[config.mk]
export PLATFORM = sky130hd
export DESIGN_NAME = cubic_bezier_easing_eval
export DESIGN_NICKNAME = d
export VERILOG_FILES = /design/src/sv/cbe_pkg.sv /design/src/sv/cubic_bezier_easing_eval.sv
export SDC_FILE = /design/constraint.sdc
export NUM_CORES = 2
export LEC_CHECK = 0
export BUFFER_PORTS_ARGS = -buffer_cell sky130_fd_sc_hd__buf_2
export CAP_MARGIN = 20
export CELL_PAD_IN_SITES_DETAIL_PLACEMENT = 1
export CELL_PAD_IN_SITES_GLOBAL_PLACEMENT = 2
export CORE_ASPECT_RATIO = 0.8
export CORE_MARGIN = 1.5
export CORE_UTILIZATION = 38
export DETAILED_ROUTE_END_ITERATION = 7
export PLACE_DENSITY = 0.82
export SLEW_MARGIN = 20
export SYNTH_ARGS = -nofsm -noshare
export SYNTH_HDL_FRONTEND = slang
export SYNTH_SLANG_ARGS = --single-unit
[constraint.sdc]
create_clock -name clk -period 16.1 [get_ports clk]
set_clock_uncertainty 0.1 [all_clocks]
set_input_delay 3.22 -clock clk [delete_from_list [all_inputs] [get_ports clk]]
set_output_delay 3.22 -clock clk [all_outputs]
set_load 0.05 [all_outputs]
[src/sv/cbe_pkg.sv]
// Package with payload types, method codes and the fixed-point fraction width for the easing evaluator.
package cbe_pkg;

  localparam int FRAC_BITS = 16;

  typedef struct packed {
    logic [FRAC_BITS:0] progress;
    logic [6:0]         ctrl1_x;
    logic [6:0]         ctrl1_y;
    logic [6:0]         ctrl2_x;
    logic [6:0]         ctrl2_y;
    logic [FRAC_BITS:0] start_guess;
    logic               guess_valid;
  } cbe_in_t;

  typedef struct packed {
    logic [FRAC_BITS:0] curve_value;
    logic [FRAC_BITS:0] curve_param;
    logic [1:0]         solve_method;
  } cbe_out_t;

  typedef enum logic [1:0] {
    METHOD_NEWTON  = 2'd0,
    METHOD_BISECT  = 2'd1,
    METHOD_EXHAUST = 2'd2
  } method_t;

endpackage

[src/sv/cubic_bezier_easing_eval.sv]
// Top level of the cubic Bezier easing evaluator with a shared multiplier and a bit-serial divider.
//
//  channel | ports                 | handshake
//  in      | start, busy, in_item  | accepted when start and not busy
//  out     | done, out_item        | one-cycle strobe, cannot be stalled
//
// busy rises at the accepting edge and stays high through the output load; the result
// strobe follows in the next cycle. The four control values are scaled and loaded in S_CTRL.
// A Newton step runs 11 products through the shared multiplier, a check, a bit-serial
// division of 2*FRAC_BITS+3 quotient bits and an update; a converging step ends at
// its check. A bisection step evaluates and checks the midpoint; Y is evaluated last.
// Reset is synchronous and clears the sequencer and done; the receiver cannot stall.
module cubic_bezier_easing_eval #(
  parameter int NEWTON_STEPS = 4,
  parameter int BISECT_STEPS = 24
) (
  input  logic            clk,
  input  logic            rst,
  input  logic            start,
  output logic            busy,
  input  cbe_pkg::cbe_in_t  in_item,
  output logic            done,
  output cbe_pkg::cbe_out_t out_item
);

  localparam int FRAC_BITS = cbe_pkg::FRAC_BITS;
  localparam int W    = FRAC_BITS + 1;
  localparam int SW   = FRAC_BITS + 5;
  localparam int PW   = 2 * SW;
  localparam int NCW  = $clog2(NEWTON_STEPS + 1);
  localparam int BCW  = $clog2(BISECT_STEPS + 1);
  localparam int DW   = 2 * FRAC_BITS + 3;
  localparam int DCW  = $clog2(DW + 1);
  localparam int CNW  = FRAC_BITS + 8;
  localparam int RSH  = CNW + 7;
  localparam int RW   = RSH - 6;
  localparam logic [W-1:0] ONE = W'(1) << FRAC_BITS;
  localparam logic [W-1:0] TOL = W'(((1 << FRAC_BITS) + 500) / 1000);
  localparam logic [RW-1:0] RECIP = RW'(((64'd1 << RSH) + 64'd126) / 64'd127);

  typedef enum logic [8:0] {
    S_IDLE  = 9'b000000001,
    S_CTRL  = 9'b000000010,
    S_EVAL  = 9'b000000100,
    S_NCHK  = 9'b000001000,
    S_DIV   = 9'b000010000,
    S_NUPD  = 9'b000100000,
    S_BCHK  = 9'b001000000,
    S_YOUT  = 9'b010000000,
    S_DONE  = 9'b100000000
  } state_t;

  state_t state;
  logic [W-1:0] p, t, lo, hi, s;
  logic [W-1:0] c1x, c2x, c1y, c2y, ca, cb;
  logic [1:0] cidx;
  logic [W-1:0] cnum_hi;
  logic [NCW-1:0] ncnt;
  logic [BCW-1:0] bcnt;
  logic bisect;
  logic yeval;
  logic [3:0] op;
  logic signed [SW-1:0] r_t2, r_u2, r_t3, r_a, r_b, r_ut, r_d1, r_d2, r_d3;
  logic signed [SW-1:0] xval, dxv;
  logic [DW-1:0] rem, quo, dvs;
  logic [DCW-1:0] dcnt;
  logic neg;
  cbe_pkg::method_t method;
  cbe_pkg::cbe_in_t in_q;

  // Rounded control value (byte * 2^F + 63) / 127 by reciprocal multiplication.
  logic [6:0] cbyte;
  always_comb begin
    case (cidx)
      2'd0:    cbyte = in_q.ctrl1_x;
      2'd1:    cbyte = in_q.ctrl2_x;
      2'd2:    cbyte = in_q.ctrl1_y;
      default: cbyte = in_q.ctrl2_y;
    endcase
  end

  // Shared multiplier operands.
  logic signed [SW-1:0] ma, mb;
  logic [W-1:0] tcur, ucur;
  assign tcur = yeval ? s : (bisect ? W'((SW'(lo) + SW'(hi)) >> 1) : t);
  assign ucur = ONE - tcur;

  always_comb begin
    ma = '0;
    mb = '0;
    case (op)
      4'd0: begin ma = SW'(tcur); mb = SW'(tcur); end
      4'd1: begin ma = SW'(ucur); mb = SW'(ucur); end
      4'd2: begin ma = r_t2; mb = SW'(tcur); end
      4'd3: begin ma = r_t2; mb = SW'(ucur); end
      4'd4: begin ma = SW'(tcur); mb = r_u2; end
      4'd5: begin ma = r_a; mb = SW'(cb); end
      4'd6: begin ma = r_b; mb = SW'(ca); end
      4'd7: begin ma = SW'(ucur); mb = SW'(tcur); end
      4'd8: begin ma = r_u2; mb = SW'(ca); end
      4'd9: begin ma = r_ut; mb = SW'(cb) - SW'(ca); end
      default: begin ma = r_t2; mb = SW'(ONE) - SW'(cb); end
    endcase
  end

  // Signed product: magnitude rounded, then sign applied.
  logic [SW-1:0] mag_b;
  logic [PW-1:0] prod;
  logic signed [SW-1:0] mres;
  assign mag_b = mb[SW-1] ? SW'(-mb) : SW'(mb);
  assign prod  = PW'(ma) * PW'(mag_b) + (PW'(1) << (FRAC_BITS - 1));
  assign mres  = mb[SW-1] ? -SW'(prod >> FRAC_BITS) : SW'(prod >> FRAC_BITS);

  logic signed [SW-1:0] xsum, xsat;
  assign xsum = SW'(r_t3 + 3 * r_d1 + 3 * mres);
  assign xsat = xsum[SW-1] ? '0 : (xsum > SW'(ONE) ? SW'(ONE) : xsum);

  assign dxv = SW'(3 * r_d1 + 6 * r_d2 + 3 * r_d3);

  logic signed [SW-1:0] errv, aerr;
  assign errv = xval - SW'(p);
  assign aerr = errv[SW-1] ? -errv : errv;

  logic [DW:0] rtry;
  assign rtry = {1'b0, rem[DW-2:0], quo[DW-1]} - {1'b0, dvs};

  logic signed [DW+1:0] tnew;
  assign tnew = neg ? (DW+2)'(t) + (DW+2)'(quo) : (DW+2)'(t) - (DW+2)'(quo);

  logic [W-1:0] mid;
  assign mid = W'((SW'(lo) + SW'(hi)) >> 1);

  logic [CNW-1:0] cnum;
  logic [CNW+RW-1:0] cprod;
  assign cnum    = (CNW'(cbyte) << FRAC_BITS) + CNW'(63);
  assign cprod   = (CNW+RW)'(cnum) * (CNW+RW)'(RECIP);
  assign cnum_hi = W'(cprod >> RSH);

  assign busy = (state != S_IDLE);

  always_ff @(posedge clk) begin
    if (rst) begin
      done  <= 1'b0;
      state <= S_IDLE;
    end else begin
      done <= (state == S_DONE);
      case (state)
        S_IDLE: begin
          if (start) begin
            in_q  <= in_item;
            p     <= (in_item.progress > ONE) ? ONE : in_item.progress;
            t     <= in_item.guess_valid ?
                     ((in_item.start_guess > ONE) ? ONE : in_item.start_guess) :
                     ((in_item.progress > ONE) ? ONE : in_item.progress);
            cidx  <= 2'd0;
            state <= S_CTRL;
          end
        end
        S_CTRL: begin
          case (cidx)
            2'd0:    c1x <= cnum_hi;
            2'd1:    c2x <= cnum_hi;
            2'd2:    c1y <= cnum_hi;
            default: c2y <= cnum_hi;
          endcase
          cidx <= cidx + 2'd1;
          if (cidx == 2'd3) begin
            ca <= c1x; cb <= c2x;
            ncnt <= '0; bisect <= 1'b0; yeval <= 1'b0; op <= '0;
            state <= (NEWTON_STEPS > 0) ? S_EVAL : S_BCHK;
            bcnt <= '0;
            lo <= '0; hi <= ONE;
          end
        end
        S_EVAL: begin
          case (op)
            4'd0: r_t2 <= mres;
            4'd1: r_u2 <= mres;
            4'd2: r_t3 <= mres;
            4'd3: r_a  <= mres;
            4'd4: r_b  <= mres;
            4'd5: r_d1 <= mres;
            4'd6: xval <= xsat;
            4'd7: r_ut <= mres;
            4'd8: r_d1 <= mres;
            4'd9: r_d2 <= mres;
            default: r_d3 <= mres;
          endcase
          if (op == 4'd6 && (bisect || yeval)) begin
            op <= '0;
            state <= yeval ? S_DONE : S_BCHK;
          end else if (op == 4'd10) begin
            op <= '0;
            state <= S_NCHK;
          end else begin
            op <= op + 4'd1;
          end
        end
        S_NCHK: begin
          if (aerr < SW'(TOL)) begin
            s <= t; method <= cbe_pkg::METHOD_NEWTON;
            ca <= c1y; cb <= c2y; yeval <= 1'b1; state <= S_EVAL;
          end else if (dxv == '0) begin
            bisect <= 1'b1; state <= S_EVAL;
          end else begin
            neg  <= errv[SW-1] != dxv[SW-1];
            dvs  <= DW'(dxv[SW-1] ? -dxv : dxv);
            quo  <= (DW'(aerr) << FRAC_BITS) + (DW'(dxv[SW-1] ? -dxv : dxv) >> 1);
            rem  <= '0;
            dcnt <= '0;
            state <= S_DIV;
          end
        end
        S_DIV: begin
          if (rtry[DW]) begin
            rem <= rtry[DW-1:0] + dvs;
            quo <= {quo[DW-2:0], 1'b0};
          end else begin
            rem <= rtry[DW-1:0];
            quo <= {quo[DW-2:0], 1'b1};
          end
          dcnt <= dcnt + DCW'(1);
          if (dcnt == DCW'(DW - 1)) state <= S_NUPD;
        end
        S_NUPD: begin
          t <= tnew[DW+1] ? '0 : (tnew > (DW+2)'(ONE) ? ONE : W'(tnew));
          ncnt <= ncnt + NCW'(1);
          bisect <= (ncnt == NCW'(NEWTON_STEPS - 1));
          state <= S_EVAL;
        end
        S_BCHK: begin
          if (!bisect) begin
            bisect <= 1'b1;
            state <= S_EVAL;
          end else begin
            if (aerr < SW'(TOL)) begin
              s <= mid; method <= cbe_pkg::METHOD_BISECT;
              ca <= c1y; cb <= c2y; yeval <= 1'b1; state <= S_EVAL;
            end else begin
              if (xval < SW'(p)) lo <= mid; else hi <= mid;
              bcnt <= bcnt + BCW'(1);
              if (bcnt == BCW'(BISECT_STEPS - 1)) begin
                s <= W'((SW'(xval < SW'(p) ? mid : lo) + SW'(xval < SW'(p) ? hi : mid)) >> 1);
                method <= cbe_pkg::METHOD_EXHAUST;
                ca <= c1y; cb <= c2y; yeval <= 1'b1;
              end
              state <= S_EVAL;
            end
          end
        end
        S_DONE: begin
          out_item.curve_value  <= W'(xval);
          out_item.curve_param  <= s;
          out_item.solve_method <= method;
          state <= S_IDLE;
        end
        default: state <= S_IDLE;
      endcase
    end
  end

endmodule

==> impl_metrics.yaml <==
min_path:
  holdPathStages: 0
  hp-class: "flip-flop to flip-flop"
  hp-start: "method[1]"
  min_to: "out_item[1]"
drt:
  ant_nets: 0
  first_pass_iters: 5
  routed_via_density: 5.584
  drtIter0Drc: 3654
  wl_mm: 204.6
  drc: 0
  route.vias.total: 48350
  wl_per_cell_microns: 23.63
placed_design:
  hpwl_mm: 161.1
  dp_slack_ns: -0.8082
  io_buffers: 103
  placed_cell_area_sq_mm: 0.06404
  gp_congestion: 0.9678
worst_setup_path:
  max_stage_delay_ns: 0.54
  r2r_cells: 67
  startpoint_type: "flip-flop"
  cp-end-kind: "flip-flop"
  r2r_end: "xval[7]"
  worst_ep_arrival_time_ns: 16.26
  required_ns: 16.51
  regToRegSetupSlack_ns: 0.25
  cp_max_fo: 8
  rr_startpoint: "lo[0]"
  crit_slowest_cell: "fa_1"
  crit_top_cell: "fa_1"
  path_class: "flip-flop to flip-flop"
layout:
  stdcell_area_sq_mm: 0.06817
  final_nets: 7640
  multi_input_area_sq_mm: 0.03833
  final_common_cell: "inv_1"
  nFillCells: 17230
  drive_above_1_share_pct: 15.21
  layout_common_cells: "inv_1, nand2_1, edfxtp_1"
  regArea_sq_mm: 0.01784
  synthToLayoutAreaGrowth_pct: 16.49
synthesis:
  synthesis.area_sq_mm: 0.05852
  yosys_register_bits: 597
  synth_top_flop_cell: "edfxtp_1"
  synthCells: 6165
  ys_warn_count: 0
  synth_edf_count: 588
  ys_seq_area_share_pct: 30.48
  synth_cell_types: 113
  avgSynthCellArea_sq_um: 9.492
  async_flop_share_pct: 0
die:
  rows: 128
  core_area_sq_mm: 0.1526
  io_pins: 104
  die_area_sq_mm: 0.1564
  die_x_microns: 441.7
  start_util_pct: 38.34
  die_h_microns: 354
grt:
  grt_pass1_wl_mm: 306.1
  antenna_found_initial: 9
  grt_pass1_vias: 49890
  grt.overflow.total: 0
  track_usage_pct: 25.29
  grt_start_max_net_pins: 61
run_status:
  outcome: "finished, final reports clean"
clocking:
  clk_pin_slew_ns: 0.07
  clock_latency_ns: 0.68
  cts_root_buffer: "clkbuf_16"
  clk_path_buf_depth: 3
  cts-buffers-inserted: 61
  htreeDepth: 2
  cts_tree: "done"
  cts.sinks: 597
sta:
  setup_slack_ns: 0.2453
  tns_ns: 0
  min_period_ns: 15.85
  fin_crit_sh_pct: 98.48
  setup_violations: 0
  timing.hold.ws_ns: 0.3115
  hold_violations: 0
  rsz0062_at_grt: "true"
  fmax_mhz: 63.07
  slew_viol_final: 0
  worstMarginPinSlew_ns: 1.134
  relSlewSlack_pct: 24.43
flow_run:
  drv_cap: 0
==> per-layer routing <==
layer	vias up	share of wire (%)	GRT usage, %
met5	-	0.0068	0
met4	2	2.3	5.453
met3	269	7.6	5.203
met2	1468	44	38.83
met1	24570	46	36.62
li1	22040	-	-
==> sequential cells by signal, summed over array words and instances (netlist names), 28 cells and up <==
register and flops:
out_item 36, in_q 28, rem 34, dvs 35
quo 35
==> worst max path at each step <==
| stage | startpoint | endpoint | slack (ns) | cells past startpoint |
|---|---|---|---|---|
| 2_1_floorplan | lo[0] | xval[3] | 0.006 | 60 |
| 3_3_place_gp | lo[0] | xval[3] | -0.32 | 60 |
| 3_5_place_dp | lo[0] | xval[7] | -0.81 | 60 |
| 4_1_cts | lo[0] | xval[10] | 0.008 | 62 |
| 5_1_grt | lo[0] | xval[5] | -0.31 | 71 |
| 6_report | lo[0] | xval[7] | 0.25 | 67 |
==> what timing repair did <==
item                       CTS  global route
hold buffers                 0             0
setup buffers               22            57
setup endpoints to repair   17            17
gates cloned                 2             1
pin swaps                   38           150
resized for setup           92           229
==> final cells by class <==
| class | instances | area share [%] |
|---|---|---|
| antenna | 3 | 0.01101 |
| multi-input combinational | 4473 | 56.22 |
| sequential | 597 | 26.17 |
| clock buffer | 69 | 2.283 |
| inverter | 898 | 4.945 |
| clock inverter | 38 | 0.4699 |
| timing repair buffer | 565 | 6.206 |
| tap | 2015 | 3.698 |
==> synth_stat cells (49+ instances only) <==
library cell	instances	area share (%)
nand2_1	605	3.9
o21ai_0	218	1.9
nand2b_1	64	0.68
xnor2_1	215	3.2
and2_1	110	1.2
nor3_1	103	0.88
nor2_1	431	2.8
a31oi_1	58	0.62
or3_1	49	0.52
a21oi_1	328	2.8
clkbuf_1	202	1.3
nor2b_1	68	0.73
a211oi_1	54	0.69
a21o_1	93	1.2
ha_1	539	12
nand4_1	58	0.62
fa_1	439	15
xor2_1	109	1.6
a22oi_1	58	0.74
edfxtp_1	588	30
o21bai_1	60	0.77
nand3_1	94	0.80
inv_1	896	5.7
==> through the flow <==
step,util (%),cells
2_1_floorplan,-,6195
3_3_place_gp,41.95,8474
3_5_place_dp,41.96,8474
4_1_cts,43.62,8605
5_1_grt,44.66,8655
6_report,44.66,8658
==> worst max-delay path, delay by kind of cell (launching register included) <==
kind | cells | cell delay (ns)
adder cells (fa/ha/maj) | 15 | 6.18
AND/OR/NAND/NOR | 17 | 3.63
AO/OA/AOI/OAI | 9 | 1.96
buffers and inverters | 17 | 1.55
XOR/XNOR | 6 | 1.18
multiplexers | 3 | 0.64
flip-flops | 1 | 0.41
==> cells by family (layout without fill, tap and decap cells) <==
kind of cell / after synthesis / in the layout / share of synthesized area (%)
adder cells (fa/ha/maj): 978 / 978 / 26.54
other: 1 / 34 / 0.006408
AND/OR/NAND/NOR: 1806 / 1806 / 14.89
buffers and inverters: 1125 / 1570 / 7.310
AO/OA/AOI/OAI: 1238 / 1238 / 14.05
flip-flops: 597 / 597 / 30.48
XOR/XNOR: 329 / 329 / 5.052
multiplexers: 91 / 91 / 1.661
Power is left out: the tool's default activity adds up to more than one toggle a clock period on the data nets, which glitch-free logic cannot reach.
